<file path="src/design/spa_pkg.sv">
// spa_pkg: shared constants, codes and types of the slot pool allocator
// used by every design file but spa_link_ram and by the checker; depends on nothing
package spa_pkg;

  localparam int unsigned POOL_UNITS = 4096;
  localparam int unsigned ADDR_W     = 12;
  localparam int unsigned PTR_W      = $clog2(POOL_UNITS + 1);
  localparam int unsigned LINK_DEPTH = 1 << ADDR_W;
  localparam int unsigned LINK_W     = ADDR_W + 1;
  localparam int unsigned STEP_W     = 7;
  localparam int unsigned CNT_W      = 13;
  localparam int unsigned PROD_W     = STEP_W + CNT_W;
  localparam int unsigned END_W      = ((PROD_W > PTR_W) ? PROD_W : PTR_W) + 1;
  localparam int unsigned APB_AW     = 3;
  localparam int unsigned APB_DW     = 32;
  localparam int unsigned STATUS_W   = 2;

  localparam logic [STEP_W-1:0] SLOT_UNITS_RST  = STEP_W'(1);
  localparam logic [CNT_W-1:0]  BLOCK_SLOTS_RST = CNT_W'(64);

  typedef enum logic {
    OP_ALLOC = 1'b0,
    OP_FREE  = 1'b1
  } op_e;

  typedef enum logic [STATUS_W-1:0] {
    ST_ALLOC = 2'd0,
    ST_OOM   = 2'd1,
    ST_FREED = 2'd2,
    ST_NULL  = 2'd3
  } status_e;

  typedef enum logic {
    REG_SLOT_UNITS  = 1'b0,
    REG_BLOCK_SLOTS = 1'b1
  } reg_e;

  typedef struct packed {
    logic [STEP_W-1:0] slot_units;
    logic [CNT_W-1:0]  block_slots;
  } cfg_t;

endpackage

</file>
<file path="src/design/spa_cfg_regs.sv">
// spa_cfg_regs: apb register file holding slot size and block slot count
// depends on spa_pkg
module spa_cfg_regs (
  input  logic                        clk_i,
  input  logic                        rst_ni,
  input  logic                        psel,
  input  logic                        penable,
  input  logic                        pwrite,
  input  logic [spa_pkg::APB_AW-1:0]  paddr,
  input  logic [spa_pkg::APB_DW-1:0]  pwdata,
  output logic [spa_pkg::APB_DW-1:0]  prdata,
  output logic                        pready,
  output spa_pkg::cfg_t               cfg_o
);

  spa_pkg::cfg_t cfg_q;
  spa_pkg::reg_e reg_sel;
  logic          wr_en;

  assign reg_sel = spa_pkg::reg_e'(paddr[2]);
  assign wr_en   = psel & penable & pwrite;
  assign pready  = 1'b1;

  always_ff @(posedge clk_i or negedge rst_ni) begin
    if (!rst_ni) begin
      cfg_q.slot_units  <= spa_pkg::SLOT_UNITS_RST;
      cfg_q.block_slots <= spa_pkg::BLOCK_SLOTS_RST;
    end else if (wr_en) begin
      case (reg_sel)
        spa_pkg::REG_SLOT_UNITS:  cfg_q.slot_units  <= pwdata[spa_pkg::STEP_W-1:0];
        spa_pkg::REG_BLOCK_SLOTS: cfg_q.block_slots <= pwdata[spa_pkg::CNT_W-1:0];
        default: ;
      endcase
    end
  end

  always_comb begin
    case (reg_sel)
      spa_pkg::REG_SLOT_UNITS:  prdata = spa_pkg::APB_DW'(cfg_q.slot_units);
      spa_pkg::REG_BLOCK_SLOTS: prdata = spa_pkg::APB_DW'(cfg_q.block_slots);
      default:                  prdata = '0;
    endcase
  end

  assign cfg_o = cfg_q;

endmodule

</file>
<file path="config.mk">
export PLATFORM = sky130hd
export DESIGN_NAME = spa_cfg_regs
export DESIGN_NICKNAME = d
export VERILOG_FILES = /design/src/design/spa_pkg.sv /design/src/design/spa_cfg_regs.sv
export SDC_FILE = /design/constraint.sdc
export NUM_CORES = 1
export LEC_CHECK = 0
export ABC_AREA = 0
export BUFFER_PORTS_ARGS = -buffer_cell sky130_fd_sc_hd__clkbuf_2
export CAP_MARGIN = 40
export CORE_UTILIZATION = 40
export DETAILED_ROUTE_END_ITERATION = 8
export PLACE_DENSITY = 0.86
export SLEW_MARGIN = 15
export SYNTH_ARGS = -nofsm -noshare
export SYNTH_HDL_FRONTEND = slang
export SYNTH_SLANG_ARGS = --single-unit
</file>
<file path="constraint.sdc">
create_clock -name clk_i -period 1.94 [get_ports clk_i]
set_input_delay 0.194 -clock clk_i [delete_from_list [all_inputs] [get_ports clk_i]]
set_output_delay 0.194 -clock clk_i [all_outputs]
set_load 0.02 [all_outputs]
</file>
==> results.json, run 1 <==
{
  "p_leak_nw": 0.756,
  "grt_pass1_vias": 682,
  "num_vias": 753,
  "yosys_most_used_dff": "dfrtp_1",
  "cellPowerDensity_mw_per_mm2": 1100,
  "clock.fmax_mhz": 733,
  "wl_per_cell_um": 12.1,
  "cts_setup_buffers": 0,
  "cts_max_path_buffers": 2,
  "grt-ovfl-total": 0,
  "drive_gt1_frac": 0.662,
  "cts.sinks": 20,
  "grt_pass1_wl_um": 2970,
  "status": "finished, final reports clean",
  "end_kind": "output port",
  "h-tree-depth": 1,
  "num_rows": 18,
  "synth_warnings": 0,
  "totalWireLength_um": 1980,
  "largest_reg_flops": 20,
  "finalPower_mw": 1.49,
  "synth_common_cells": "buf_4 (20), dfrtp_1 (18), mux2_2 (17)",
  "hp-class": "primary input to flop",
  "critPathMaxFanout": 3,
  "yosysSeqAreaShare": 0.464,
  "numCtsBuffers": 3,
  "synth_area_leader_cell": "dfrtp_1",
  "synthCells": 79,
  "worst_setup_path_start_kind": "flop",
  "ant_nets": 0,
  "drcViolationCount": 0,
  "hold_viol_final": 0,
  "grt_max_degree": 21,
  "dp_hpwl_um": 1510,
  "synth_area_per_cell_um2": 13.7,
  "setup_tns_ns": 0,
  "yosysUniqueCellTypes": 11,
  "io_pins": 93,
  "diodes": 0,
  "period_needed_ns": 1.36,
  "synth_edf_count": 0,
  "die_y_um": 54.0,
  "synth_top_cell_area_share": 0.416,
  "synth_area_leaders": "dfrtp_1 (42%), mux2_2 (18%), buf_4 (14%)",
  "gp_congestion": 0.667,
  "area_delta_synth_final_pct": 25.1,
  "cts-resized-gates": 0,
  "ys_ff_latch": 20,
  "port_buffers": 51,
  "finClkSkew_ns": 0,
  "antenna_found_initial": 0,
  "slew_violations": 0,
  "drtIter0Drc": 2,
  "maxCapViolations": 0,
  "start_util": 0.430,
  "fp.dieArea_mm2": 0.00292,
  "rsz0062_at_grt": "no",
  "core_area_mm2": 0.00252,
  "async_flop_share": 1.00,
  "path_clk_slew_ns": 0.12,
  "worstPathRequired_ns": 1.75,
  "die_w_um": 54.0,
  "peakVddDrop_mv": 0.715,
  "setup_viol": 0,
  "fin_crit_sh": 0.703,
  "syn_area_mm2": 0.00108,
  "crit_type": "flop to output port",
  "insertion_delay_ns": 0.29,
  "cp.arrival_ns": 1.17,
  "drt_pass1_iterations": 3,
  "cts_tree": "yes",
  "cts_root_buf": "clkbuf_4",
  "vias_per_cell": 4.62,
  "fin_nets": 174,
  "yosysMostFrequentCell": "buf_4",
  "grt_usage": 0.146
}
-- power by group --
part | leakage [nW] | internal, mW | switching (mW) | total (mW)
clock network | 0.0279 | 0.209 | 0.131 | 0.339
registers | 0.237 | 0.516 | 0.0681 | 0.584
logic | 0.491 | 0.240 | 0.331 | 0.571
total | 0.756 | 0.964 | 0.530 | 1.49
-- critical path, cell delays in order, from the launching register on --
cell	delay, ns
dfstp_2	0.56
mux2_2	0.15
clkbuf_2	0.16
-- cell usage in the layout (no fill, tap or decap) --
cell and count:
buf_4 2, clkbuf_2 51, nand4_2 1, and2_1 6, nand4b_2 1, dlygate4sd3_1 1
bufinv_16 1, conb_1 20, mux2_2 17, dfstp_2 2, dfrtp_1 18, clkbuf_4 3
mux2_4 10
-- cell type report --
class,instances,area (um^2)
well taps,30,37.5
clock buffers,3,22.5
fillers,226,1170
flip-flops and latches,20,503
clock inverters,1,30.0
repair buffers,54,280
multi-input cells,55,482
-- timing repair --
action / CTS / global route
hold buffers: 1 / 0
setup endpoints to repair: 0 / 0
endpoints found under the hold margin: 18 / 0
-- path summary, 6_finish.rpt --
kind                                  startpoint                    end  slack [ns]  cells after the start
max                         cfg_o[6]$_DFFE_PN1P_              prdata[6]        0.58                      2
min                                    pwdata[9]   cfg_o[9]$_DFFE_PN0P_        0.11                      2
max reg2reg                cfg_o[19]$_DFFE_PN0P_  cfg_o[19]$_DFFE_PN0P_        1.15                      1
min reg2reg                cfg_o[15]$_DFFE_PN0P_  cfg_o[15]$_DFFE_PN0P_        0.54                      1
max in group asynchronous                 rst_ni  cfg_o[13]$_DFFE_PN1P_        1.21                      2
min in group asynchronous                 rst_ni  cfg_o[18]$_DFFE_PN0P_        0.36                      2
-- layer usage --
| layer | GRT usage | wire length, um | up-vias |
|---|---|---|---|
| met5 | 0 | 0 | - |
| met4 | 0.0513 | 0 | 0 |
| met3 | 0.0282 | 181 | 0 |
| met2 | 0.265 | 1000 | 56 |
| met1 | 0.167 | 789 | 361 |
| li1 | - | - | 336 |
-- through the flow --
stage,cells,instance area (um^2),setup slack [ns],hold WS [ns],utilization
2_1_floorplan,97,1150,0.943,-0.102,-
3_5_place_dp,158,1290,0.583,0.187,0.512
6_report,163,1360,0.576,0.114,0.537
5_1_grt,163,1360,0.518,0.0947,0.537
4_1_cts,163,1360,0.558,0.103,0.537
3_3_place_gp,158,1290,0.601,0.167,0.512
-- kinds of logic (layout without fill, tap and decap cells) --
family	Yosys count	in the layout	share of synthesized area
other	2	20	0.00693
buffers and inverters	22	58	0.154
and+or+nand+nor	8	8	0.0600
muxes	27	27	0.315
DFF	20	20	0.464
Power figures use the tool's default switching activity.
==> run 2: changes to the inputs <==
- ABC_AREA: 0 -> 1
- CORE_UTILIZATION: 40 -> 34
- PLACE_DENSITY: 0.86 -> 0.77
- clock period: 1.94 -> 1.2 ns (I/O delays scaled with it)
==> run 2 against run 1 <==
  * The flow now finishes with violations (negative setup slack)
  * Routed wire length grew 24%
  * Setup slack lost 0.63 ns
  * Design area grew 3.7%
  * Sequential share of layout area shrank 1.3 points
  * Combinational power grew 38%
  * Global-route usage grew 0.41 points
  * Sequential power grew 55%
  * Register-to-register slack lost 0.68 ns
  * Critical path depth grew 1
  * Synthesized area grew 1.7%
==> results.json, run 2 <==
{
  "status": "finished, violations left",
  "failed_checks": "negative setup slack",
  "fin_crit_sh": 1.04,
  "die_y_um": 58.9,
  "hp-class": "primary input to flop",
  "worst_setup_path_start_kind": "flop",
  "rsz0062_at_grt": "yes",
  "path_clk_slew_ns": 0.12,
  "fin_nets": 242,
  "place_inst": 240,
  "synth_common_cells": "nand2_1 (68), buf_4 (22), nand3_1 (20)",
  "max_stage_delay_ns": 0.57,
  "totalWireLength_um": 2440,
  "setup_tns_ns": -0.0971,
  "cts_root_buf": "clkbuf_4",
  "yosys_most_used_dff": "dfrtp_1",
  "diodes": 0,
  "ys_ff_latch": 20,
  "layout.cells.non_filler": 245,
  "synth_warnings": 0,
  "slowest_stage": "dfstp_2",
  "setup_viol": 2,
  "area_delta_synth_final_pct": 27.5,
  "wl_per_cell_um": 9.96,
  "period_needed_ns": 1.25,
  "h-tree-depth": 1,
  "drive_gt1_frac": 0.328,
  "async_flop_share": 1.00,
  "synth_compound_area_frac": 0,
  "cp.arrival_ns": 1.13,
  "drt_pass1_iterations": 4,
  "synth_area_leader_cell": "dfrtp_1",
  "yosysSeqAreaShare": 0.456,
  "path_cells": "nand2_2 -> nand2_2 -> buf_8",
  "num_vias": 1041,
  "cts.sinks": 20,
  "grt_max_degree": 21,
  "yosysUniqueCellTypes": 11,
  "numCtsBuffers": 3,
  "crit_type": "flop to output port",
  "hold_viol_final": 0,
  "place_ws_ns": 0.152,
  "vias_per_cell": 4.25,
  "synthMuxAreaShare": 0,
  "synth-simple-area-share": 0.337,
  "core_area_mm2": 0.00305,
  "p_leak_nw": 0.894,
  "setup_slack_ns": -0.0490,
  "cts_max_path_buffers": 2,
  "grt_usage": 0.150,
  "worstPathRequired_ns": 1.08,
  "cp_common_cell": "nand2_2",
  "antenna_found_initial": 0,
  "syn_area_mm2": 0.00110,
  "largest_reg_flops": 20,
  "start_util": 0.361,
  "drtIter0Drc": 28,
  "synth_area_per_cell_um2": 7.45,
  "ant_nets": 0,
  "synth_area_leaders": "dfrtp_1 (41%), nand2_1 (23%), buf_4 (15%)",
  "grt_pass1_vias": 836,
  "synth_top_cell_area_share": 0.409,
  "critPathMaxFanout": 3,
  "io_pins": 93,
  "top_layer": "met4",
  "synth_edf_count": 0,
  "drcViolationCount": 0,
  "finClkSkew_ns": 0,
  "grt-ovfl-total": 0,
  "gp_congestion": 0.717,
  "maxCapViolations": 0,
  "slew_violations": 0,
  "yosys.area_share.adder": 0,
  "synth_top_family_by_area": "simple AND/OR/NAND/NOR gates",
  "end_kind": "output port",
  "peakVddDrop_mv": 0.494,
  "dr_wl_met3_um": 174,
  "cellPowerDensity_mw_per_mm2": 1480,
  "insertion_delay_ns": 0.29,
  "fp.dieArea_mm2": 0.00347,
  "post-route-util": 0.460,
  "grt_pass1_wl_um": 3790,
  "port_buffers": 51,
  "final_common_cell": "nand2_1",
  "layout_common_cells": "nand2_1 (66), clkbuf_2 (49), nand3_1 (20), conb_1 (20), dfrtp_1 (18)",
  "synthCells": 148,
  "die_w_um": 58.9,
  "dp_hpwl_um": 1750,
  "num_rows": 20,
  "synth_xor_area_frac": 0,
  "hold_ws_ns": 0.0229,
  "cts_tree": "yes",
  "yosysMostFrequentCell": "nand2_1",
  "wl_met1_um": 996,
  "clock.fmax_mhz": 801,
  "wl_met2_um": 1260,
  "cts_setup_buffers": 0
}
run 2: worst paths after layout:
kind,startpoint,endpoint,slack [ns],depth (start not counted)
min in group asynchronous,rst_ni,cfg_o[14]$_DFFE_PN0P_,0.32,2
worst min register to register,cfg_o[13]$_DFFE_PN1P_,cfg_o[13]$_DFFE_PN1P_,0.49,2
worst min-delay path,pwdata[0],cfg_o[13]$_DFFE_PN1P_,0.02,3
worst max register to register,cfg_o[13]$_DFFE_PN1P_,cfg_o[13]$_DFFE_PN1P_,0.47,2
max in group asynchronous,rst_ni,cfg_o[6]$_DFFE_PN1P_,0.52,2
worst max-delay path,cfg_o[13]$_DFFE_PN1P_,prdata[0],-0.05,3
run 2: routing by layer:
metal	up-vias	track usage
li1	522	-
met1	472	0.186
met2	45	0.250
met3	2	0.0352
met4	0	0.0612
met5	-	0
run 2: cells by family after synthesis:
group	after synthesis
flops	20
buf+inv	35
other cells	2
simple gates	91
run 2: stage by stage:
stage	total power [mW]	area, um^2
4_1_cts	2.09	1400
5_1_grt	2.23	1410
3_3_place_gp	1.66	1340
6_report	2.08	1410
3_5_place_dp	1.68	1340
2_1_floorplan	1.45	1170
run 2: layout make-up:
type	instances	area, um^2
Clock buffer	4	36.3
Fill cell	358	1650
Multi-Input combinational cell	111	452
Sequential cell	20	503
Tap cell	44	55.1
Timing Repair Buffer	58	329
Inverter	8	30.0
run 2: critical path: cells and delay by family (launching register included):
kind | cells | cell delay [ns]
simple gates | 2 | 0.15
flops | 1 | 0.57
buf+inv | 1 | 0.12
run 2: timing repair:
item	in CTS	in global routing
endpoints found under the setup margin	2	2
endpoints found under the hold margin	18	0
hold buffers	1	0
pin swaps	1	1
resized for setup	4	3
run 2: report_power, final:
group	leakage, nW	switching [mW]	total (mW)	internal, mW
logic	0.625	0.528	0.787	0.259
registers	0.247	0.0976	0.907	0.810
clock network	0.0210	0.204	0.389	0.185
==> run 3: changes to the inputs <==
- SETUP_SLACK_MARGIN: default -> 0.5
==> run 3 against run 2 <==
  * The run ends with negative hold slack, negative setup slack left
  * Largest power group is now combinational logic
  * Utilization grew 13 points
  * Fmax grew 1.4%
  * Critical path depth is the same
  * Largest cell class is now buffers
  * First-iteration DRC count grew 32%
  * Global-route usage grew 1.8 points
==> results.json, run 3 (synthesis gave the netlist of run 2 again) <==
{
  "grt_max_degree": 21,
  "pwr-share-seq": 0.379,
  "fp.dieArea_mm2": 0.00347,
  "worst-path-buf-inv": 1,
  "grt_pass1_wl_um": 4280,
  "die_y_um": 58.9,
  "peakVddDrop_mv": 0.469,
  "die_w_um": 58.9,
  "cellPowerDensity_mw_per_mm2": 1450,
  "hold_ws_ns": -0.236,
  "cp.arrival_ns": 1.11,
  "path_clk_slew_ns": 0.12,
  "maxSlewHeadroom": 0.657,
  "drcViolationCount": 0,
  "max_stage_delay_ns": 0.57,
  "busiest_layer": "met2",
  "dp_hpwl_um": 1720,
  "failed_checks": "negative hold slack, negative setup slack",
  "grt_pass1_vias": 936,
  "h-tree-depth": 1,
  "status": "finished, violations left",
  "area_delta_synth_final_pct": 62.2,
  "cts_root_buf": "clkbuf_4",
  "diodes": 0,
  "ant_nets": 0,
  "insertion_delay_ns": 0.30,
  "p_sw_uw": 957,
  "finClkSkew_ns": 0,
  "antenna_found_initial": 0,
  "period_needed_ns": 1.23,
  "num_vias": 1066,
  "cp_common_cell": "nand2_2",
  "slew_violations": 0,
  "setup_tns_ns": -0.0601,
  "crit_type": "flop to output port",
  "rsz0062_at_grt": "yes",
  "end_kind": "output port",
  "post-route-util": 0.586,
  "final_common_cell": "nand2_1",
  "tightest_slew_ns": 0.514,
  "cts.sinks": 20,
  "drive_gt1_frac": 0.532,
  "gp_congestion": 0.725,
  "port_buffers": 51,
  "clkPwrFrac": 0.153,
  "cts_tree": "yes",
  "num_rows": 20,
  "p_int_mw": 1.64,
  "path_cells": "nand2_2 -> nand2_2 -> buf_8",
  "critPathMaxFanout": 3,
  "totalWireLength_um": 2910,
  "drtIter0Drc": 37,
  "swShare": 0.368,
  "drt_pass1_iterations": 4,
  "io_pins": 93,
  "cp_top_family": "flip-flops",
  "p_leak_nw": 0.964,
  "worstPathRequired_ns": 1.08,
  "cts_max_path_buffers": 2,
  "core_area_mm2": 0.00305,
  "numCtsBuffers": 3,
  "start_util": 0.361,
  "hold_viol_final": 18,
  "vias_per_cell": 4.32,
  "fin_crit_sh": 1.03,
  "grt_use_met2": 0.291,
  "wl_per_cell_um": 11.8,
  "finalPower_mw": 2.60,
  "nFillCells": 291,
  "grtUsageMet3": 0.0330,
  "grt-ovfl-total": 0,
  "slowest_stage": "dfstp_2",
  "fin_nets": 244,
  "setup_viol": 2,
  "clock.fmax_mhz": 812,
  "layout.cells.non_filler": 247,
  "grt_usage": 0.168,
  "grt.met1_usage": 0.206,
  "maxCapViolations": 0,
  "hp-class": "primary input to async pin",
  "worst_setup_path_start_kind": "flop",
  "largest_reg_flops": 20,
  "p_comb_frac": 0.468,
  "place_inst": 238,
  "setup_slack_ns": -0.0319,
  "layout_common_cells": "nand2_1 (49), buf_8 (24), nand3_1 (20), conb_1 (20), nand2_2 (19)"
}
run 3: cell type report:
| class | count | area [um^2] | area share |
|---|---|---|---|
| clock buffer | 4 | 36.3 | 0.0203 |
| timing repair buffer | 60 | 644 | 0.360 |
| inverter | 8 | 35.0 | 0.0196 |
| tap | 44 | 55.1 | 0.0308 |
| multi-input combinational | 111 | 494 | 0.276 |
| sequential | 20 | 523 | 0.293 |
run 3: power by group through the flow:
stage | clock network, mW | registers (mW) | logic [mW]
CTS | 0.412 | 0.951 | 1.09
finish | 0.399 | 0.983 | 1.22
floorplan | 0 | 1.09 | 0.410
global placement | 0 | 0.936 | 0.768
detailed placement | 0 | 0.939 | 0.779
global route | 0.444 | 1.00 | 1.30
run 3: worst reg2reg max path: stages, from the launching register on:
cell	delay (ns)
dfrtp_2	0.45
buf_6	0.12
nand2_2	0.05
nand2_1	0.04
run 3: worst paths after layout:
kind,from,end,slack (ns),depth (start not counted)
min in group clk_i,pwdata[0],cfg_o[13]$_DFFE_PN1P_,0.02,3
min,rst_ni,cfg_o[18]$_DFFE_PN0P_,-0.24,1
max,cfg_o[6]$_DFFE_PN1P_,prdata[6],-0.03,3
max in group asynchronous,rst_ni,cfg_o[11]$_DFFE_PN0P_,1.06,1
max reg2reg,cfg_o[17]$_DFFE_PN0P_,cfg_o[17]$_DFFE_PN0P_,0.45,3
min reg2reg,cfg_o[6]$_DFFE_PN1P_,cfg_o[6]$_DFFE_PN1P_,0.49,2
run 3: per-layer routing:
| layer | vias to the layer above | part of all wire |
|---|---|---|
| met5 | - | 0 |
| met4 | 0 | 0.0045 |
| met3 | 2 | 0.047 |
| met2 | 41 | 0.52 |
| met1 | 500 | 0.43 |
| li1 | 523 | - |
run 3: metrics by stage:
stage | area, um^2 | setup WS, ns
after floorplan | 1240 | 0.318
after global placement | 1360 | 0.0875
after detailed placement | 1360 | 0.0919
after CTS | 1710 | -0.0509
after global routing | 1790 | -0.0951
final | 1790 | -0.0319
run 3: what timing repair did:
item                                   in CTS  in global routing
endpoints found under the hold margin      18                 18
setup buffers                               2                  3
setup endpoints to repair                  41                 36
resized for setup                          63                 32
pin swaps                                   7                  2
