<file path="config.mk">
export PLATFORM = sky130hd
export DESIGN_NAME = spa_ctrl_flat
export DESIGN_NICKNAME = d
export VERILOG_FILES = /design/src/design/spa_pkg.sv /design/src/design/spa_if.sv /design/src/design/spa_ctrl.sv /design/src/flat_wrapper.sv
export SDC_FILE = /design/constraint.sdc
export NUM_CORES = 1
export LEC_CHECK = 0
export BUFFER_PORTS_ARGS = -buffer_cell sky130_fd_sc_hd__buf_2
export CORE_AREA = 2 2 124 126
export DETAILED_ROUTE_END_ITERATION = 7
export DIE_AREA = 0 0 126 128
export PLACE_DENSITY = 0.8
export SLEW_MARGIN = 20
export SYNTH_ARGS = -nofsm -noshare
export SYNTH_HDL_FRONTEND = slang
export SYNTH_SLANG_ARGS = --single-unit
</file>
<file path="constraint.sdc">
create_clock -name clk_i -period 4.75 [get_ports clk_i]
set_input_delay 0.95 -clock clk_i [delete_from_list [all_inputs] [get_ports clk_i]]
set_output_delay 0.95 -clock clk_i [all_outputs]
set_load 0.1 [all_outputs]
</file>
<file path="src/design/spa_pkg.sv">
// spa_pkg: shared constants, codes and types of the slot pool allocator
// used by every design file but spa_link_ram and by the checker; depends on nothing
package spa_pkg;

  localparam int unsigned POOL_UNITS = 4096;
  localparam int unsigned ADDR_W     = 12;
  localparam int unsigned PTR_W      = $clog2(POOL_UNITS + 1);
  localparam int unsigned LINK_DEPTH = 1 << ADDR_W;
  localparam int unsigned LINK_W     = ADDR_W + 1;
  localparam int unsigned STEP_W     = 7;
  localparam int unsigned CNT_W      = 13;
  localparam int unsigned PROD_W     = STEP_W + CNT_W;
  localparam int unsigned END_W      = ((PROD_W > PTR_W) ? PROD_W : PTR_W) + 1;
  localparam int unsigned APB_AW     = 3;
  localparam int unsigned APB_DW     = 32;
  localparam int unsigned STATUS_W   = 2;

  localparam logic [STEP_W-1:0] SLOT_UNITS_RST  = STEP_W'(1);
  localparam logic [CNT_W-1:0]  BLOCK_SLOTS_RST = CNT_W'(64);

  typedef enum logic {
    OP_ALLOC = 1'b0,
    OP_FREE  = 1'b1
  } op_e;

  typedef enum logic [STATUS_W-1:0] {
    ST_ALLOC = 2'd0,
    ST_OOM   = 2'd1,
    ST_FREED = 2'd2,
    ST_NULL  = 2'd3
  } status_e;

  typedef enum logic {
    REG_SLOT_UNITS  = 1'b0,
    REG_BLOCK_SLOTS = 1'b1
  } reg_e;

  typedef struct packed {
    logic [STEP_W-1:0] slot_units;
    logic [CNT_W-1:0]  block_slots;
  } cfg_t;

endpackage

</file>
<file path="src/design/spa_if.sv">
// spa_if: request and response channels of the slot pool allocator
// depends on spa_pkg for field widths
interface spa_req_if;
  logic                       valid;
  logic                       ready;
  logic                       op;
  logic [spa_pkg::ADDR_W-1:0] free_addr;
  logic                       free_null;

  modport source (output valid, output op, output free_addr, output free_null, input ready);
  modport sink   (input valid, input op, input free_addr, input free_null, output ready);
endinterface

interface spa_rsp_if;
  logic                         valid;
  logic                         ready;
  logic [spa_pkg::ADDR_W-1:0]   addr;
  logic [spa_pkg::STATUS_W-1:0] status;
  logic                         from_free_list;

  modport source (output valid, output addr, output status, output from_free_list, input ready);
  modport sink   (input valid, input addr, input status, input from_free_list, output ready);
endinterface

</file>
<file path="src/design/spa_ctrl.sv">
// spa_ctrl: request sequencer, free list head, bump pointer and response register
// depends on spa_pkg, spa_if and the link ram ports
module spa_ctrl (
  input  logic                        clk_i,
  input  logic                        rst_ni,
  input  spa_pkg::cfg_t               cfg_i,
  spa_req_if.sink                     req_i,
  spa_rsp_if.source                   rsp_o,
  output logic                        ram_we_o,
  output logic [spa_pkg::ADDR_W-1:0]  ram_waddr_o,
  output logic [spa_pkg::LINK_W-1:0]  ram_wdata_o,
  output logic                        ram_re_o,
  output logic [spa_pkg::ADDR_W-1:0]  ram_raddr_o,
  input  logic [spa_pkg::LINK_W-1:0]  ram_rdata_i
);

  typedef enum logic {
    S_IDLE,
    S_EXEC
  } state_e;

  state_e                      state_q, state_d;
  logic                        op_q;
  logic [spa_pkg::ADDR_W-1:0]  fa_q;
  logic                        fnull_q;
  logic [spa_pkg::PROD_W-1:0]  prod_q;
  logic [spa_pkg::PTR_W-1:0]   bump_q, bump_d;
  logic [spa_pkg::PTR_W-1:0]   end_q, end_d;
  logic [spa_pkg::PTR_W-1:0]   next_q, next_d;
  logic [spa_pkg::ADDR_W-1:0]  head_q, head_d;
  logic                        empty_q, empty_d;
  logic                        out_valid_q, out_valid_d;
  logic [spa_pkg::ADDR_W-1:0]  out_addr_q, out_addr_d;
  spa_pkg::status_e            out_status_q, out_status_d;
  logic                        out_ffl_q, out_ffl_d;

  logic [spa_pkg::STEP_W-1:0]  step;
  logic [spa_pkg::CNT_W-1:0]   count;
  logic                        accept;
  logic                        go;
  logic [spa_pkg::PTR_W:0]     bump_next;
  logic [spa_pkg::PTR_W:0]     base_next;
  logic [spa_pkg::END_W-1:0]   end_sum;
  logic [spa_pkg::PTR_W-1:0]   end_clip;
  logic                        used_up;
  logic                        fits;

  assign step  = (cfg_i.slot_units == '0) ? spa_pkg::STEP_W'(1) : cfg_i.slot_units;
  assign count = (cfg_i.block_slots == '0) ? spa_pkg::CNT_W'(1) : cfg_i.block_slots;

  assign req_i.ready = (state_q == S_IDLE);
  assign accept      = req_i.valid & req_i.ready;
  assign go          = (state_q == S_EXEC) & (~out_valid_q | rsp_o.ready);

  // free list pop reads the head link; sequencing keeps writes and reads apart
  assign ram_re_o    = accept;
  assign ram_raddr_o = head_q;
  assign ram_we_o    = go & (op_q == spa_pkg::OP_FREE) & ~fnull_q;
  assign ram_waddr_o = fa_q;
  assign ram_wdata_o = {empty_q, head_q};

  assign bump_next = {1'b0, bump_q} + (spa_pkg::PTR_W + 1)'(step);
  assign base_next = {1'b0, next_q} + (spa_pkg::PTR_W + 1)'(step);
  assign used_up   = bump_next > {1'b0, end_q};
  assign fits      = base_next <= (spa_pkg::PTR_W + 1)'(spa_pkg::POOL_UNITS);
  assign end_sum   = spa_pkg::END_W'(next_q) + spa_pkg::END_W'(prod_q);
  assign end_clip  = (end_sum > spa_pkg::END_W'(spa_pkg::POOL_UNITS))
                     ? spa_pkg::PTR_W'(spa_pkg::POOL_UNITS) : end_sum[spa_pkg::PTR_W-1:0];

  always_comb begin
    state_d      = state_q;
    bump_d       = bump_q;
    end_d        = end_q;
    next_d       = next_q;
    head_d       = head_q;
    empty_d      = empty_q;
    out_valid_d  = out_valid_q & ~rsp_o.ready;
    out_addr_d   = out_addr_q;
    out_status_d = out_status_q;
    out_ffl_d    = out_ffl_q;
    case (state_q)
      S_IDLE: begin
        if (accept) begin
          state_d = S_EXEC;
        end
      end
      S_EXEC: begin
        if (go) begin
          state_d      = S_IDLE;
          out_valid_d  = 1'b1;
          out_addr_d   = '0;
          out_ffl_d    = 1'b0;
          if (op_q == spa_pkg::OP_FREE) begin
            if (fnull_q) begin
              out_status_d = spa_pkg::ST_NULL;
            end else begin
              out_status_d = spa_pkg::ST_FREED;
              head_d       = fa_q;
              empty_d      = 1'b0;
            end
          end else if (!empty_q) begin
            out_status_d = spa_pkg::ST_ALLOC;
            out_addr_d   = head_q;
            out_ffl_d    = 1'b1;
            head_d       = ram_rdata_i[spa_pkg::ADDR_W-1:0];
            empty_d      = ram_rdata_i[spa_pkg::ADDR_W];
          end else if (used_up) begin
            if (fits) begin
              out_status_d = spa_pkg::ST_ALLOC;
              out_addr_d   = next_q[spa_pkg::ADDR_W-1:0];
              bump_d       = base_next[spa_pkg::PTR_W-1:0];
              end_d        = end_clip;
              next_d       = end_clip;
            end else begin
              out_status_d = spa_pkg::ST_OOM;
            end
          end else begin
            out_status_d = spa_pkg::ST_ALLOC;
            out_addr_d   = bump_q[spa_pkg::ADDR_W-1:0];
            bump_d       = bump_next[spa_pkg::PTR_W-1:0];
          end
        end
      end
      default: state_d = S_IDLE;
    endcase
  end

  always_ff @(posedge clk_i or negedge rst_ni) begin
    if (!rst_ni) begin
      state_q     <= S_IDLE;
      bump_q      <= '0;
      end_q       <= '0;
      next_q      <= '0;
      head_q      <= '0;
      empty_q     <= 1'b1;
      out_valid_q <= 1'b0;
    end else begin
      state_q     <= state_d;
      bump_q      <= bump_d;
      end_q       <= end_d;
      next_q      <= next_d;
      head_q      <= head_d;
      empty_q     <= empty_d;
      out_valid_q <= out_valid_d;
    end
  end

  always_ff @(posedge clk_i) begin
    if (accept) begin
      op_q    <= req_i.op;
      fa_q    <= req_i.free_addr;
      fnull_q <= req_i.free_null;
      prod_q  <= spa_pkg::PROD_W'(count) * spa_pkg::PROD_W'(step);
    end
    out_addr_q   <= out_addr_d;
    out_status_q <= out_status_d;
    out_ffl_q    <= out_ffl_d;
  end

  assign rsp_o.valid          = out_valid_q;
  assign rsp_o.addr           = out_addr_q;
  assign rsp_o.status         = out_status_q;
  assign rsp_o.from_free_list = out_ffl_q;

endmodule

</file>
<file path="src/flat_wrapper.sv">
// flat-port wrapper written by rule: the top's interface ports become plain ports
module spa_ctrl_flat 
  (clk_i, rst_ni, cfg_i, ram_we_o, ram_waddr_o, ram_wdata_o, ram_re_o, ram_raddr_o, ram_rdata_i, req_i_valid, req_i_op, req_i_free_addr, req_i_free_null, req_i_ready, rsp_o_valid, rsp_o_addr, rsp_o_status, rsp_o_from_free_list, rsp_o_ready);
  spa_req_if req_i_i ();
  spa_rsp_if rsp_o_i ();
  input  logic clk_i;
  input  logic rst_ni;
  input  spa_pkg::cfg_t cfg_i;
  output logic ram_we_o;
  output logic [spa_pkg::ADDR_W-1:0] ram_waddr_o;
  output logic [spa_pkg::LINK_W-1:0] ram_wdata_o;
  output logic ram_re_o;
  output logic [spa_pkg::ADDR_W-1:0] ram_raddr_o;
  input  logic [spa_pkg::LINK_W-1:0] ram_rdata_i;
  input wire logic [$bits(req_i_i.valid)-1:0] req_i_valid;
  input wire logic [$bits(req_i_i.op)-1:0] req_i_op;
  input wire logic [$bits(req_i_i.free_addr)-1:0] req_i_free_addr;
  input wire logic [$bits(req_i_i.free_null)-1:0] req_i_free_null;
  output wire logic [$bits(req_i_i.ready)-1:0] req_i_ready;
  output wire logic [$bits(rsp_o_i.valid)-1:0] rsp_o_valid;
  output wire logic [$bits(rsp_o_i.addr)-1:0] rsp_o_addr;
  output wire logic [$bits(rsp_o_i.status)-1:0] rsp_o_status;
  output wire logic [$bits(rsp_o_i.from_free_list)-1:0] rsp_o_from_free_list;
  input wire logic [$bits(rsp_o_i.ready)-1:0] rsp_o_ready;
  assign req_i_i.valid = req_i_valid;
  assign req_i_i.op = req_i_op;
  assign req_i_i.free_addr = req_i_free_addr;
  assign req_i_i.free_null = req_i_free_null;
  assign req_i_ready = req_i_i.ready;
  assign rsp_o_valid = rsp_o_i.valid;
  assign rsp_o_addr = rsp_o_i.addr;
  assign rsp_o_status = rsp_o_i.status;
  assign rsp_o_from_free_list = rsp_o_i.from_free_list;
  assign rsp_o_i.ready = rsp_o_ready;
  spa_ctrl u_core (.clk_i(clk_i), .rst_ni(rst_ni), .cfg_i(cfg_i), .req_i(req_i_i), .rsp_o(rsp_o_i), .ram_we_o(ram_we_o), .ram_waddr_o(ram_waddr_o), .ram_wdata_o(ram_wdata_o), .ram_re_o(ram_re_o), .ram_raddr_o(ram_raddr_o), .ram_rdata_i(ram_rdata_i));
endmodule
</file>
==> flow_results.org, run 1 <==
** Status
- Result of the run :: finished with violations
- Violated checks :: setup timing

** CTS
- Sinks on the clock net :: 90
- Clock transition time at the flip-flop clock pins of the worst setup and hold paths :: 70 ps
- The H-tree was split into 3 levels.
- The later pin in the worst-skew pair is clocked with a latency of 370 ps.
- Clock tree from TritonCTS :: built
- Clock Tree Root :: sky130_fd_sc_hd__clkbuf_16
- The longest clock path from root to sink contains 2 buffers.
- The number of clock buffers added by TritonCTS is 9.
- In this run, post-CTS hold repair placed 0 buffers.

** Critical path
- STA classifies the critical path endpoint as a flop.
- Data arrival, critical path :: 5360 ps
- Worst path max stage delay :: 530 ps
- Critical path peak fanout :: 3
- Cell with the biggest individual delay on the critical path :: sky130_fd_sc_hd__fa_1
- The critical path is of the in -> reg type.
- Data required, critical path :: 4860 ps
- The critical path goes through buf_6 -> nor4_4 -> a31oi_4 -> buf_6 -> nor2b_4 -> ha_1 -> ha_1 -> inv_2 -> fa_1 -> fa_1 -> inv_2 -> ha_4 -> and2_4 -> a311o_1 -> o311ai_2 -> o221ai_2 -> o211a_1 -> o21ai_1 -> nand2_1 -> xor2_1.
- STA classifies the critical path startpoint as an input port.

** Run
- Number of violations of the max-capacitance limit :: 0

** Power
- Across the VDD grid, the largest voltage drop is 0.000376 V.
- For this design the ratio of total power to cell area is 599 nW/um^2.
- P_leak :: 5.39 nW
- Overall power of the completed layout :: 0.00700 W

** STA
- Dividing the final minimum period by the clock period gives 1.11.
- Setup total negative slack on the finished layout was measured at -12,320 ps.
- Setup violations remaining at the end of the flow were counted as 51.
- The final count of pins violating max slew is 0.
- Tmin final :: 5250 ps
- Worst Setup Slack, final :: -500 ps
- Fmax :: 190 MHz
- Final hold analysis gives a worst-case slack of 543 ps.
- RSZ-0062 raised after global routing :: yes
- Count of endpoints failing hold in the final timing report :: 0
- The clock arrives with 16.1 ps of skew.
- Tightest Pin Transition :: 1140 ps
- The worst pin sits at a relative slew slack of 0.235.

** Synthesis
- Synthesis instantiated 69 different standard cells from the library.
- Post-synthesis sequential element count :: 90
- Yosys warning total :: 0
- The number of nets handed over by synthesis was 1,105.
- Averaged over all synthesized cells, the footprint is 9.41 sq um.
- In this run, synthesis inferred 49 flip-flops with an integrated enable.
- In the synthesized netlist the dominant register cell turns out to be sky130_fd_sc_hd__edfxtp_1.
- Synthesized instance count :: 919
- The synthesized design spends more area on one cell type than any other, namely sky130_fd_sc_hd__edfxtp_1.
- Synth area leaders :: sky130_fd_sc_hd__edfxtp_1 17%, sky130_fd_sc_hd__fa_1 13%, sky130_fd_sc_hd__dfrtp_1 12%, sky130_fd_sc_hd__ha_1 11%, sky130_fd_sc_hd__inv_1 4.5%
- The synthesized netlist occupies a cell area of 8650 sq um.
- Area share of the leading cell type in the synthesized netlist :: 0.170
- The share of the Yosys chip area taken by registers is 0.289.
- For this run, asynchronously set or reset flops after synthesis account for 0.456.

** Drt
- Number of vias in the routed layout :: 8,557
- Number of design-rule violations left by the first detailed-router iteration :: 863
- Number of vias per cell after detailed routing :: 6.46
- Residual DRC :: 0
- For this block, the routed nets add up to 30.1 mm of wire.
- The detail route stage leaves a number of antenna-violating nets equal to 0.
- TritonRoute pass-1 iters :: 6
- Final routed wire length divided by cell count :: 22.8 microns

** Finish
- The number of antenna diodes in the final layout is 0.
- The library cells used most frequently in the layout, excluding fill and tap cells, are 102 x sky130_fd_sc_hd__buf_4, 97 x sky130_fd_sc_hd__buf_2, 94 x sky130_fd_sc_hd__inv_1.
- Most common library cell in the layout ignoring fill and taps :: sky130_fd_sc_hd__buf_4
- In the final layout, the share of cells above drive strength 1 is 0.359.
- After the last flow step, the layout net total stands at 1,317.
- Syn-to-layout area delta :: 35.0%
- Measured on the finished design, the core utilization comes to 0.786.

** Place
- Count of buffers from port buffering :: 106
- The HPWL after detailed placement is 16.4 mm.
- Final RePlAce weighted congestion :: 0.896

** GRT
- The number of global-route vias before repair was 7,801.
- Antenna violations before repair :: 0
- After global routing the overflow that remains totals 0.
- The first global-routing pass estimated 37.3 mm of wire.
- For this run, the total global-route usage over all layers was measured as 0.288.
- Entering global routing, the biggest net connects 42 pins.

** Floorplan
- In this run the standard cell core region covers 14,900 sq um.
- The die covers 16,100 sq um.
- Ports :: 107
- Initial Utilization :: 0.582
- Chip height :: 128 microns
- The floorplan step set the die width to 126 microns.
- Row count :: 45

** Min path
- Path class of the lowest-slack min-delay path :: reg -> reg
[layer usage]
layer  wire (microns)  track usage
met1            10600        0.361
met2            14800        0.485
met3             2720       0.0630
met4             2050        0.120
met5                0            0
[final cells by class]
type | count | area (sq um)
inverter | 104 | 393
tap | 188 | 235
sequential | 90 | 2500
fill | 819 | 3180
multi-input combinational | 684 | 6450
clock inverter | 4 | 33.8
clock buffer | 12 | 268
timing repair buffer | 242 | 1800
[report_power, final]
| part | internal, W | leakage [nW] | total, W | switching [W] |
|---|---|---|---|---|
| sequential | 0.00110 | 0.925 | 0.00131 | 0.000211 |
| clock | 0.000406 | 0.145 | 0.000757 | 0.000351 |
| combinational | 0.00178 | 4.32 | 0.00493 | 0.00315 |
[final timing paths]
| path | startpoint | to | slack (ps) | cells past startpoint |
|---|---|---|---|---|
| max | cfg_i[8] | u_core.prod_q[17] | -500 | 20 |
| min | u_core.rsp_o.valid | u_core.rsp_o.valid | 540 | 2 |
| max reg2reg | u_core.bump_q[0] | u_core.rsp_o.addr[9] | 370 | 20 |
| min reg2reg | u_core.rsp_o.valid | u_core.rsp_o.valid | 540 | 2 |
| max in group asynchronous | rst_ni | u_core.empty_q | 3580 | 2 |
| min in group asynchronous | rst_ni | u_core.ram_raddr_o[8] | 560 | 1 |
[sequential cells by signal, indices dropped and copies added (netlist names)]
register / cells
u_core.bump_q: 13
u_core.empty_q: 1
u_core.end_q: 13
u_core.fnull_q: 1
u_core.op_q: 1
u_core.prod_q: 20
u_core.ram_raddr_o: 12
u_core.ram_waddr_o: 12
u_core.rsp_o.addr: 12
u_core.rsp_o.from_free_list: 1
u_core.rsp_o.status: 2
u_core.rsp_o.valid: 1
u_core.state_q: 1
[worst max-delay path: cells and delay by family]
kind | cells | cell delay, ps
compound gates | 6 | 1490
fa+ha+maj | 5 | 1760
buf+inv | 4 | 330
xor+xnor | 1 | 140
simple gates | 4 | 660
[synth_stat cells (3+ instances only)]
cell type,n
sky130_fd_sc_hd__o21a_1,9
sky130_fd_sc_hd__ha_1,78
sky130_fd_sc_hd__clkbuf_1,24
sky130_fd_sc_hd__xnor2_1,36
sky130_fd_sc_hd__mux2i_1,30
sky130_fd_sc_hd__o21ai_1,3
sky130_fd_sc_hd__nor2b_1,10
sky130_fd_sc_hd__o22ai_1,7
sky130_fd_sc_hd__fa_1,57
sky130_fd_sc_hd__and2_1,57
sky130_fd_sc_hd__buf_2,3
sky130_fd_sc_hd__nand2b_1,10
sky130_fd_sc_hd__o21ai_0,55
sky130_fd_sc_hd__nand3_1,22
sky130_fd_sc_hd__a21o_1,12
sky130_fd_sc_hd__xor2_1,14
sky130_fd_sc_hd__a31oi_1,9
sky130_fd_sc_hd__dfrtp_1,40
sky130_fd_sc_hd__nor3b_1,5
sky130_fd_sc_hd__or2_2,4
sky130_fd_sc_hd__a21oi_1,41
sky130_fd_sc_hd__inv_1,104
sky130_fd_sc_hd__nor3_1,13
sky130_fd_sc_hd__nor4_1,5
sky130_fd_sc_hd__o21bai_1,7
sky130_fd_sc_hd__o32ai_1,6
sky130_fd_sc_hd__nor2_1,40
sky130_fd_sc_hd__nand2_1,91
sky130_fd_sc_hd__a211oi_1,3
sky130_fd_sc_hd__nand4_1,3
sky130_fd_sc_hd__buf_4,13
sky130_fd_sc_hd__and3_1,7
sky130_fd_sc_hd__edfxtp_1,49
[stage by stage]
stage               setup WS [ps]  instance area [sq um]  std cells
global route                 -589                  11700       1324
detailed placement           -630                  10000       1257
finish                       -500                  11700       1324
floorplan                    -389                   8860        919
global placement             -551                  10000       1257
CTS                          -191                  10800       1295
[cell families after synthesis]
kind of cell    share of synthesized area
simple gates                        0.165
compound gates                      0.144
buf+inv                            0.0711
fa+ha+maj                           0.245
flops                               0.289
xor+xnor                           0.0506
mux                                0.0360
[what timing repair did]
action                     in CTS  in global routing
setup endpoints to repair      46                 50
gates resized for setup        48                170
gates cloned                    2                  2
setup buffers                  21                 30
pin swaps                      26                 87
hold endpoints to repair        0                  0
Power figures use the tool's default switching activity.
==> run 2, diff against run 1 <==
- TNS_END_PERCENT: unset -> 20
==> flow_results.org, run 2 (synthesis results as in run 1) <==
** Status
- The run finished, with violations left.
- Violated checks :: setup timing

** Drt
- Number of design-rule violations left by the first detailed-router iteration :: 490
- For this block, the routed nets add up to 23.3 mm of wire.
- Remaining number of nets flagged by the antenna check after routing :: 0
- Dividing the detail-routed via count by the number of cells gives 5.75.
- Number of vias in the routed layout :: 7,420
- Final routed wire length divided by cell count :: 18.0 microns
- Residual DRC :: 0
- TritonRoute pass-1 iters :: 6

** Place
- Count of buffers from port buffering :: 106
- Final RePlAce weighted congestion :: 0.906
- Once placement completed, the tool counted placed cells totaling 1,259.
- Detailed-placement wirelength estimate :: 16.5 mm

** Finish
- Fraction of layout instances using a drive strength above 1 :: 0.280
- Most common library cell in the layout ignoring fill and taps :: sky130_fd_sc_hd__inv_1
- Number of flip-flops in the largest register :: 20
- The largest registers in the layout are u_core.prod_q (20), u_core.bump_q (13), u_core.end_q (13).
- Final net count :: 1,284
- The number of antenna diodes in the final layout is 0.
- u_core.prod_q holds more flip-flops than any other register.
- Most frequent cells in the layout :: 98 x sky130_fd_sc_hd__inv_1, 97 x sky130_fd_sc_hd__buf_2, 97 x sky130_fd_sc_hd__buf_4
- Final core occ :: 0.732
- Excluding fillers, the count of instances in the completed layout stands at 1,291.
- Syn-to-layout area delta :: 25.8%

** Critical path
- Crit Reg-Reg Startpoint :: u_core.bump_q[1]
- CP Buf/Inv Count :: 5
- The endpoint identified for the worst register-to-register timing path is u_core.end_q[4].
- For this run, the slowest stage of the critical path takes 500 ps.
- By instance count, the cell type seen most on the critical path is sky130_fd_sc_hd__fa_1.
- Data arrival, critical path :: 5260 ps
- Worst setup path category :: in -> reg
- The setup check on the worst reg-to-reg path leaves a slack of 530 ps.
- Startpoint Class :: input port
- Sequence of cells on the critical path :: buf_6 -> nor4_4 -> a31oi_4 -> nand2b_4 -> fa_1 -> fa_1 -> inv_1 -> fa_1 -> inv_2 -> fa_1 -> inv_2 -> ha_4 -> inv_2 -> o21bai_1 -> a31oi_1 -> o311a_1 -> o31ai_1 -> a21oi_1 -> xnor2_1
- Measured in cells, the most critical reg-to-reg path has a length of 17.
- Critical path endpoint category :: flop
- For the worst setup path, the data required time is 4860 ps.
- Critical path peak fanout :: 4
- In this design, the largest share of critical-path delay is due to adder cells.
- The slowest stage of the critical path is the sky130_fd_sc_hd__fa_1 cell.

** CTS
- Clock transition time at the flip-flop clock pins of the worst setup and hold paths :: 70 ps
- Max Root-Sink Buffers :: 2
- CTS Buf Count :: 9
- The tree is rooted in a sky130_fd_sc_hd__clkbuf_16.
- H-tree levels :: 3
- Worst skew pair latency :: 360 ps
- The clock net in this run drives a total of 90 sinks.
- Clock tree from TritonCTS :: built

** GRT
- The initial antenna violation count is 0.
- Vias in the first global route :: 7,175
- Total congestion overflow :: 0
- Wire length of the first global-routing pass :: 34.9 mm
- All-layer global routing usage :: 0.268
- Entering global routing, the biggest net connects 42 pins.

** Power
- P_leak :: 5.10 nW
- Power density normalized to cell area :: 571 nW/um^2
- The completed layout was analyzed and its total power is 0.00622 W.
- The worst-case IR drop observed on VDD is 0.000376 V.

** Floorplan
- The initial utilization of the core area, before any placement, comes to 0.582.
- The floorplan step defined a core boundary enclosing 14,900 sq um.
- The die covers 16,100 sq um.
- The die is 128 microns tall.
- For this design the top-level I/O count stands at 107.
- Horiz. Die Dim :: 126 microns
- Row count :: 45

** STA
- Worst hold slack across all endpoints :: 534 ps
- Max-slew violation count :: 0
- The number of hold violations in the final report is 0.
- Setup violations remaining at the end of the flow were counted as 13.
- At the pin with the least slew margin, the transition time is 1030 ps.
- Once routing completed, OpenROAD measured the worst setup slack at -400 ps.
- Tmin final :: 5150 ps
- Worst clock skew :: 7.19 ps
- For this run, the top clock speed supported by timing is 194 MHz.
- RSZ-0062 raised after global routing :: yes
- After routing, the total negative slack on setup checks comes to -1580 ps.
- In the finished design, the share of the clock period the worst path needs comes to 1.08.
- Worst slew margin relative to its limit :: 0.311

** Min path
- Hold-critical path endpoint :: u_core.ram_raddr_o[8]
- The startpoint identified for the worst hold timing path is u_core.ram_raddr_o[8].
- Path class of the lowest-slack min-delay path :: reg -> reg
- The worst hold path was traced through 2 stages.

** Run
- Number of violations of the max-capacitance limit :: 0
## run 2: changes by cell type in the layout (fill, tap and decap cells not counted), moves of 6 or more
cell,change
sky130_fd_sc_hd__buf_6,-24
sky130_fd_sc_hd__mux2i_1,+6
sky130_fd_sc_hd__o21ai_0,+15
sky130_fd_sc_hd__o21ai_2,-12
sky130_fd_sc_hd__nor2_1,+6
sky130_fd_sc_hd__a21oi_1,+14
sky130_fd_sc_hd__a21oi_2,-9
## run 2: how the worst max path moves through the flow
stage	startpoint	to	slack, ps	cells past startpoint
final	cfg_i[5]	u_core.prod_q[18]	-400	19
after global placement	cfg_i[8]	u_core.prod_q[18]	-550	19
after global routing	cfg_i[5]	u_core.prod_q[18]	-610	19
after floorplan	cfg_i[3]	u_core.prod_q[18]	-390	18
after detailed placement	cfg_i[6]	u_core.prod_q[19]	-680	20
after CTS	cfg_i[5]	u_core.prod_q[18]	-210	19
## run 2: per-layer routing
layer / global-route usage / part of all wire
met5: 0 / 0
met3: 0.0488 / 0.056
met2: 0.457 / 0.52
met4: 0.0737 / 0.019
met1: 0.355 / 0.41
## run 2: metrics by stage
stage / setup slack, ps / area, sq um
2_1_floorplan: -389 / 8860
3_3_place_gp: -551 / 10000
3_5_place_dp: -681 / 10000
4_1_cts: -212 / 10600
5_1_grt: -614 / 10900
6_report: -400 / 10900
## run 2: repair_timing
item | in CTS | in global routing
setup buffers | 2 | 11
hold buffers | 0 | 0
gates resized for setup | 45 | 39
cloned | 1 | 2
endpoints found under the setup margin | 43 | 49
pin swaps | 25 | 25
## run 2: report_power, final
| part | switching, W | internal (W) | total [W] |
|---|---|---|---|
| Clock | 0.000331 | 0.000376 | 0.000707 |
| Combinational | 0.00272 | 0.00151 | 0.00423 |
| Sequential | 0.000180 | 0.00110 | 0.00128 |
| Total | 0.00323 | 0.00299 | 0.00622 |
## run 2: worst min-delay path, cell delays in order (launching register included)
cell	delay (ps)
sky130_fd_sc_hd__dfrtp_1	380
sky130_fd_sc_hd__nand2_1	60
sky130_fd_sc_hd__o21ai_0	60
## run 2: layout make-up
type	count	area (sq um)
clock buffer	10	239
clock inverter	6	47.5
fill	1015	3980
inverter	104	390
multi-input combinational	684	6060
sequential	90	2500
tap	188	235
timing repair buffer	209	1410
